==> src/sv/ptt_pkg.sv <==
// shared types, constants and helpers for the periodic/one-shot timer table
// no dependencies
`timescale 1ns / 1ps
package ptt_pkg;
  localparam int SLOTS   = 16;
  localparam int CNT_W   = $clog2(SLOTS + 1);
  localparam int TIME_W  = 48;
  localparam int TGT_W   = 16;
  localparam int DLY_W   = 32;
  localparam logic [TIME_W-1:0] TIME_MAX = {TIME_W{1'b1}};

  localparam logic [1:0] MODE_TICK   = 2'd0;
  localparam logic [1:0] MODE_SCHED  = 2'd1;
  localparam logic [1:0] MODE_CANCEL = 2'd2;

  typedef struct packed {
    logic [TGT_W-1:0]  target;
    logic [TIME_W-1:0] due;
    logic [TIME_W-1:0] intvl;
  } entry_t;

  // control of one table row
  typedef struct packed {
    logic   step;     // rotate head out, keep or drop it
    logic   keep;     // head goes back in at the tail
    entry_t head_new; // head after reload
    logic   append;   // write new entry at count
    entry_t app;
  } row_ctrl_t;

  function automatic logic [TIME_W-1:0] sat_add(input logic [TIME_W-1:0] a,
                                                input logic [TIME_W-1:0] b);
    logic [TIME_W:0] s;
    s = {1'b0, a} + {1'b0, b};
    return s[TIME_W] ? TIME_MAX : s[TIME_W-1:0];
  endfunction
endpackage

==> src/sv/ptt_cell.sv <==
// one timer entry cell: loads from its neighbor or from an injected entry
// depends on ptt_pkg
`timescale 1ns / 1ps
module ptt_cell import ptt_pkg::*; (
  input  logic   clk,
  input  logic   en,
  input  logic   sel_inj,
  input  entry_t nb,
  input  entry_t inj,
  output entry_t q
);
  entry_t q_r;
  entry_t q_nxt;

  // pick source of next entry
  always_comb begin
    q_nxt = q_r;
    if (en) begin
      q_nxt = sel_inj ? inj : nb;
    end
  end

  always_ff @(posedge clk) begin
    q_r <= q_nxt;
  end

  assign q = q_r;
endmodule

==> src/sv/ptt_row.sv <==
// one ordered timer table as a row of cells with a fill count
// depends on ptt_pkg, ptt_cell
`timescale 1ns / 1ps
module ptt_row import ptt_pkg::*; (
  input  logic             clk,
  input  logic             rst_n,
  input  row_ctrl_t        ctrl,
  output entry_t           head,
  output logic [CNT_W-1:0] count
);
  logic [CNT_W-1:0] count_r;
  logic [CNT_W-1:0] count_nxt;
  entry_t           cell_q [SLOTS];

  genvar j;
  generate
    for (j = 0; j < SLOTS; j++) begin : g_cell
      logic   en;
      logic   sel_inj;
      entry_t nb;
      entry_t inj;
      // tail of the live part takes the kept head; append writes at count
      always_comb begin
        en      = 1'b0;
        sel_inj = 1'b0;
        inj     = ctrl.app;
        if (ctrl.step) begin
          en      = 1'b1;
          sel_inj = ctrl.keep && (count_r == CNT_W'(j + 1));
          inj     = ctrl.head_new;
        end else if (ctrl.append && count_r == CNT_W'(j)) begin
          en      = 1'b1;
          sel_inj = 1'b1;
        end
      end
      if (j == SLOTS - 1) begin : g_end
        assign nb = cell_q[j];
      end else begin : g_mid
        assign nb = cell_q[j + 1];
      end
      ptt_cell u_cell (
        .clk    (clk),
        .en     (en),
        .sel_inj(sel_inj),
        .nb     (nb),
        .inj    (inj),
        .q      (cell_q[j])
      );
    end
  endgenerate

  // fill count
  always_comb begin
    count_nxt = count_r;
    if (ctrl.step && !ctrl.keep) begin
      count_nxt = count_r - CNT_W'(1);
    end else if (ctrl.append) begin
      count_nxt = count_r + CNT_W'(1);
    end
  end

  always_ff @(posedge clk) begin
    if (!rst_n) begin
      count_r <= '0;
    end else begin
      count_r <= count_nxt;
    end
  end

  assign head  = cell_q[0];
  assign count = count_r;
endmodule

==> config.mk <==
export PLATFORM = sky130hd
export DESIGN_NAME = ptt_row
export DESIGN_NICKNAME = d
export VERILOG_FILES = /design/src/sv/ptt_pkg.sv /design/src/sv/ptt_cell.sv /design/src/sv/ptt_row.sv
export SDC_FILE = /design/constraint.sdc
export NUM_CORES = 2
export LEC_CHECK = 0
export ABC_AREA = 0
export BUFFER_PORTS_ARGS = -buffer_cell sky130_fd_sc_hd__buf_2
export CORE_MARGIN = 2
export CORE_UTILIZATION = 38
export DETAILED_ROUTE_END_ITERATION = 8
export SLEW_MARGIN = 20
export SYNTH_ARGS = -nofsm -noshare
export SYNTH_HDL_FRONTEND = slang
export SYNTH_SLANG_ARGS = --single-unit
==> constraint.sdc <==
create_clock -name clk -period 32.6 [get_ports clk]
set_clock_uncertainty 0.15 [all_clocks]
set_input_delay 0 -clock clk [delete_from_list [all_inputs] [get_ports clk]]
set_output_delay 0 -clock clk [all_outputs]
set_load 0.02 [all_outputs]
[Yosys cells after proc, flatten, opt, wreduce, memory -nomap -nowiden]
Index checks and enable logic that the tools add are counted.
Word-level totals
  word-level logic and storage cells: 170
  output and inout port bits: 117
  register bits: 1797
  input bits: 229
Cells by class
  eq/ne operators: 16
  $add $sub $neg: 2
  reduce and logical (&&, ||, !) cells: 37
  muxes and demuxes: 66
Operator list (number)
  112-bit two-way mux: 16
  1-bit two-way mux: 48
  5-bit by 4-bit == test with 1-bit output (second input constant): 8
  1-bit logical AND: 33
  5-bit by 3-bit == test with 1-bit output (second input constant): 4
  5-bit by 2-bit == test with 1-bit output (second input constant): 2
  5-bit two-way mux: 2
  5-bit by 1-bit adder with 5-bit output (second input constant): 1
  5-bit by 1-bit == test with 1-bit output (second input constant): 1
  5-bit == test (second input constant): 1
  5-bit zero test: 1
  5-bit by 1-bit subtractor with 5-bit output (second input constant): 1
  2-bit AND reduction: 1
  2-bit nonzero test: 1
  1-bit zero test: 1

[Longest topological paths before layout]
  depth after elaboration: 5
  mapped depth: 9
  gate-level depth less buffers: 6

[By module]
Synthesis repeated with hierarchy kept, for this count alone.
Unflattened totals
  cells, all modules: 4011
  area, all modules: 77877.2 µm²
Modules (own cells, without submodules)
  ptt_cell: times used 16, cells an instance 236, seq. area each 3363.2 µm², area an instance 4737.0 µm²
  ptt_row: times used 1, cells an instance 235, seq. area each 100.1 µm², area an instance 2084.5 µm²

[Worst setup path before layout]
No wires, ideal clock.
  path kind: reg2reg
  start: register count_r[0], in the netlist count[0]
  end: register g_cell[15].u_cell.q_r, in the netlist g_cell[15].u_cell.q[0] (enable)
  setup slack: 19.446 ns
  period minus slack after synthesis: 13.154 ns
  required time: 31.564 ns
  data arrival time: 12.118 ns
  stages on the path, launching flop included: 5
  setup time: 0.886 ns
  path buffers: 0
  path through: dfxtp_1 -> inv_1 -> ha_1 -> nand2b_1 -> o41ai_1
Between the ends
  word-level cells in the longest chain between the ends: 5
  elaborated cells between the ends (all ways): 8
  those cells by class: eq/ne: 2; mux: 3; reduce/logical: 3
RTL lines
  start, declared: RTL line ptt_row.sv:11  | logic [CNT_W-1:0] count_r;
  start signal, assigned: RTL line ptt_row.sv:66  | count_r <= count_nxt;
  5-bit by 4-bit == test with 1-bit output: RTL line ptt_row.sv:31  | end else if (ctrl.append && count_r == CNT_W'(j)) begin
  1-bit logical AND: RTL line ptt_row.sv:31
  1-bit two-way mux: RTL line ptt_row.sv:31
  1-bit two-way mux: RTL line ptt_row.sv:27  | if (ctrl.step) begin
  2-bit AND reduction (no source line) *
  end signal, assigned: RTL line ptt_cell.sv:24  | q_r <= q_nxt;
  end, declared: RTL line ptt_cell.sv:12  | entry_t q_r;
Mark *: on every way between the ends. The rest lies on a longest branch, timed or not.
A chain may end at the register's enable or synchronous reset.

[Worst setup path in the final report]
  start: register count_r[3], in the netlist count[3]
  end: register g_cell[11].u_cell.q_r, in the netlist g_cell[11].u_cell.q[82] (data pin)
Between the ends
  word-level cells in the longest chain between the ends: 5
  elaborated cells between the ends (all ways): 7
  those cells by class: eq/ne: 2; mux: 3; reduce/logical: 2
RTL lines
  5-bit by 4-bit == test with 1-bit output: RTL line ptt_row.sv:31
  1-bit logical AND: RTL line ptt_row.sv:31
  1-bit two-way mux: RTL line ptt_row.sv:31
  1-bit two-way mux *: RTL line ptt_row.sv:27
  112-bit two-way mux *: RTL line ptt_cell.sv:19  | q_nxt = sel_inj ? inj : nb;
  end signal, assigned: RTL line ptt_cell.sv:24
  end, declared: RTL line ptt_cell.sv:12
Marked as above.

==> impl_metrics.xml <==
<?xml version="1.0" encoding="UTF-8"?>
<metrics>
  <group name="setup_path">
    <metric name="crit_path_max_incr_delay" unit="ps">950</metric>
    <metric name="worstPathCellList" unit="">nand2_1 &gt; nor2_1 &gt; a32o_4 &gt; buf_4 &gt; mux2_2</metric>
    <metric name="crit_path_max_fanout" unit="">61</metric>
    <metric name="critPathBufInv" unit="">1</metric>
    <metric name="timing.critical_path.from_type" unit="">flop</metric>
    <metric name="crit_type" unit="">reg2reg</metric>
    <metric name="worstPathArrival" unit="ps">4700</metric>
    <metric name="crit_path_top_delay_cell" unit="">sky130_fd_sc_hd__buf_4</metric>
    <metric name="critical_path_cell_count" unit="">5</metric>
    <metric name="cp_top_family" unit="">buffers and inverters</metric>
    <metric name="worst-r2r-cell-count" unit="">5</metric>
    <metric name="end_kind" unit="">flop</metric>
    <metric name="worstPathRequired" unit="ps">33030</metric>
    <metric name="r2r_setup_slack" unit="ps">28320</metric>
  </group>
  <group name="finish">
    <metric name="finalCoreUtilization" unit="%">44.0</metric>
    <metric name="drive_gt1_share" unit="%">43.4</metric>
    <metric name="area_growth_syn_to_layout" unit="%">15.3</metric>
    <metric name="area_of_the_multi_input_gates" unit="sq mm">0.0212</metric>
    <metric name="number_of_nets_in_the_final_layout" unit="">4753</metric>
    <metric name="layout.filler_cells" unit="">17300</metric>
    <metric name="layout.area.seq" unit="sq mm">0.0539</metric>
  </group>
  <group name="die">
    <metric name="io_pins" unit="">346</metric>
    <metric name="num_rows" unit="">165</metric>
    <metric name="floorplan.core_area" unit="sq mm">0.202</metric>
    <metric name="initial_core_util" unit="%">38.1</metric>
    <metric name="die_wd" unit="um">454</metric>
    <metric name="die_h" unit="um">454</metric>
    <metric name="design.die.area" unit="sq mm">0.206</metric>
  </group>
  <group name="clocking">
    <metric name="clock_sink_count" unit="">1797</metric>
    <metric name="clock_latency" unit="ps">830</metric>
    <metric name="clk_path_buf_depth" unit="">3</metric>
    <metric name="cts_setup_buffers" unit="">0</metric>
    <metric name="numCtsBuffers" unit="">179</metric>
    <metric name="root_buffer" unit="">sky130_fd_sc_hd__clkbuf_16</metric>
    <metric name="clock_tree.htree_level_count" unit="">4</metric>
    <metric name="tritoncts" unit="">built</metric>
    <metric name="clk_pin_slew_worst_paths" unit="ps">70</metric>
  </group>
  <group name="logic_synthesis">
    <metric name="synth_enable_flop_cells" unit="">1792</metric>
    <metric name="postSynthRegisterBits" unit="">1797</metric>
    <metric name="synth.yosys.warnings" unit="">0</metric>
    <metric name="synthFlopType" unit="">sky130_fd_sc_hd__edfxtp_1</metric>
    <metric name="postSynth.asyncResetShare" unit="%">0</metric>
    <metric name="synthCells" unit="">4008</metric>
    <metric name="syn_avg_cell_area" unit="sq um">19.2</metric>
    <metric name="yosysSeqAreaShare" unit="%">70.1</metric>
    <metric name="synthesis.nets" unit="">4244</metric>
    <metric name="synth.cell_area" unit="sq mm">0.0769</metric>
    <metric name="synthDistinctLibCells" unit="">41</metric>
  </group>
  <group name="timing">
    <metric name="drv_slew" unit="">0</metric>
    <metric name="timing.slew.headroom" unit="%">23.3</metric>
    <metric name="grt_setup_unrepaired" unit="">false</metric>
    <metric name="timing.fmax" unit="MHz">234</metric>
    <metric name="setup-violations-final" unit="">0</metric>
    <metric name="finalHoldViolations" unit="">0</metric>
    <metric name="timing_worst_slew_pin_value" unit="ps">1150</metric>
    <metric name="min_period_over_period" unit="%">13.1</metric>
    <metric name="timing.setup.tns" unit="ps">0</metric>
    <metric name="min_period" unit="ps">4280</metric>
  </group>
  <group name="placed_design">
    <metric name="dp_hpwl" unit="mm">91.5</metric>
    <metric name="place.port_buffers" unit="">345</metric>
    <metric name="place.gp.congestion" unit="">0.735</metric>
  </group>
  <group name="detailed_routing">
    <metric name="count_of_unresolved_drc_violations_after_routing" unit="">0</metric>
    <metric name="wl_per_cell" unit="um">22.8</metric>
    <metric name="antenna_left" unit="">0</metric>
    <metric name="detailroute.via_count" unit="">37300</metric>
    <metric name="dr.pass1.iters" unit="">5</metric>
    <metric name="postRouteWirelength" unit="mm">167</metric>
    <metric name="viasPerCell" unit="">5.10</metric>
    <metric name="drt_iter0_markers" unit="">2347</metric>
  </group>
  <group name="outcome">
    <metric name="run_status" unit="">finished clean</metric>
  </group>
  <group name="grt">
    <metric name="maximum_number_of_pins_on_one_net_before_global_route_repair" unit="">73</metric>
    <metric name="gr-usage-all-layers" unit="%">16.1</metric>
    <metric name="global_route_total_overflow" unit="">0</metric>
    <metric name="first_pass_grt_wire_length" unit="mm">252</metric>
    <metric name="initial_antenna_violation_count" unit="">7</metric>
    <metric name="grt_pass1_vias" unit="">39000</metric>
  </group>
  <group name="power">
    <metric name="seq_power_share" unit="%">53.2</metric>
    <metric name="p_leak" unit="nW">29.8</metric>
    <metric name="internal-power" unit="mW">4.05</metric>
    <metric name="p_comb_share" unit="%">8.7</metric>
    <metric name="power_density" unit="mW/mm^2">59.2</metric>
    <metric name="peakVddDrop" unit="mV">0.0599</metric>
    <metric name="pwr-share-clk" unit="%">38.1</metric>
    <metric name="power.net_switching" unit="mW">1.21</metric>
    <metric name="power.switching_fraction" unit="%">22.9</metric>
  </group>
  <group name="min_path">
    <metric name="holdPathStages" unit="">5</metric>
    <metric name="timing.hold.worst.class" unit="">in2reg</metric>
  </group>
  <group name="job">
    <metric name="maxCapViolations" unit="">0</metric>
  </group>
</metrics>
area by class of cell:
type                            instances  share of cell area (%)
Inverter                                3                  0.0127
Sequential cell                      1797                    60.8
Multi-Input combinational cell       1892                    23.9
Antenna cell                            2                 0.00564
Timing Repair Buffer                  644                    5.19
Clock inverter                         93                    1.07
Clock buffer                          223                    5.28
Tap cell                             2672                    3.77
cells in the mapped netlist (6+ instances only):
| library cell | count | area share [%] |
|---|---|---|
| sky130_fd_sc_hd__nor2_1 | 6 | 0.029 |
| sky130_fd_sc_hd__o22ai_2 | 8 | 0.13 |
| sky130_fd_sc_hd__nand2_1 | 22 | 0.11 |
| sky130_fd_sc_hd__mux2_2 | 1337 | 20 |
| sky130_fd_sc_hd__edfxtp_1 | 1792 | 70 |
| sky130_fd_sc_hd__buf_4 | 51 | 0.50 |
| sky130_fd_sc_hd__buf_2 | 85 | 0.55 |
| sky130_fd_sc_hd__ha_1 | 7 | 0.11 |
| sky130_fd_sc_hd__buf_6 | 83 | 1.2 |
| sky130_fd_sc_hd__clkbuf_1 | 97 | 0.47 |
| sky130_fd_sc_hd__mux2_1 | 455 | 6.7 |
| sky130_fd_sc_hd__a21o_1 | 7 | 0.068 |
| sky130_fd_sc_hd__nand3_1 | 6 | 0.039 |
power groups by stage:
| stage | Combinational, mW | Sequential (mW) | Clock, mW |
|---|---|---|---|
| global route | 0.496 | 2.81 | 2.14 |
| finish | 0.458 | 2.79 | 2.00 |
| detailed placement | 0.428 | 2.84 | 0 |
| CTS | 0.468 | 2.80 | 2.06 |
| global placement | 0.422 | 2.84 | 0 |
| floorplan | 0.261 | 2.87 | 0 |
per-stage QoR:
step                hold slack (ps)  instances  power, mW  cell area [sq um]  worst slack [ps]
floorplan                     -32.5       4008       3.13              76900             19450
global placement                145       6772       3.26              80700             28450
detailed placement              141       6772       3.27              80700             28340
CTS                             174       7322       5.32              88600             28310
global route                    263       7325       5.44              88700             28120
finish                          269       7326       5.25              88700             28320
path summary, 6_finish.rpt:
| path | startpoint | end |
|---|---|---|
| setup reg to reg | count[3] | g_cell[11].u_cell.q[82] |
| hold / removal | ctrl[112] | count[4] |
| setup / recovery | count[3] | g_cell[11].u_cell.q[82] |
| hold reg to reg | g_cell[5].u_cell.q[36] | g_cell[4].u_cell.q[36] |
tightest hold or removal path, cell delays in order:
cell                            delay (ps)
sky130_fd_sc_hd__dlygate4sd3_1         620
sky130_fd_sc_hd__buf_2                 260
sky130_fd_sc_hd__nand2_1               120
sky130_fd_sc_hd__o32a_1                140
sky130_fd_sc_hd__a21boi_0               70
what timing repair did:
action                     CTS  global route
hold endpoints to repair  1936             0
resized for setup            0             0
hold buffers               234             0
logic make-up after synthesis:
logic type	count (synthesis)	share of synthesized area, %
adders and majority gates	7	0.114
muxes	1793	26.2
and+or+nand+nor	51	0.335
xor gates and xnor gates	1	0.0114
DFF	1797	70.1
AOI/OAI and AO/OA	40	0.452
buffers and inverters	319	2.75
sequential cells by signal (all words and copies together) (netlist names):
| register | count |
|---|---|
| g_cell.u_cell.q | 1792 |
| count | 5 |
cells in the final DEF (no fill, tap or decap), types with 25 or more instances in the layout:
cell type                          n
sky130_fd_sc_hd__clkinv_1         38
sky130_fd_sc_hd__dlygate4sd3_1   234
sky130_fd_sc_hd__clkbuf_1         41
sky130_fd_sc_hd__buf_4            62
sky130_fd_sc_hd__clkbuf_16       180
sky130_fd_sc_hd__buf_2           344
sky130_fd_sc_hd__edfxtp_1       1792
sky130_fd_sc_hd__clkinv_2         25
sky130_fd_sc_hd__mux2_2         1337
sky130_fd_sc_hd__mux2_1          455
per-layer routing:
metal | global-route usage (%) | routed length [um] | part of all wire, %
met2 | 28.6 | 86600 | 52
met5 | 0 | 0 | 0
met3 | 2.18 | 5190 | 3.1
met1 | 20.5 | 72200 | 43
met4 | 4.20 | 3420 | 2.0
No activity file was read; power rests on OpenSTA's default activity.
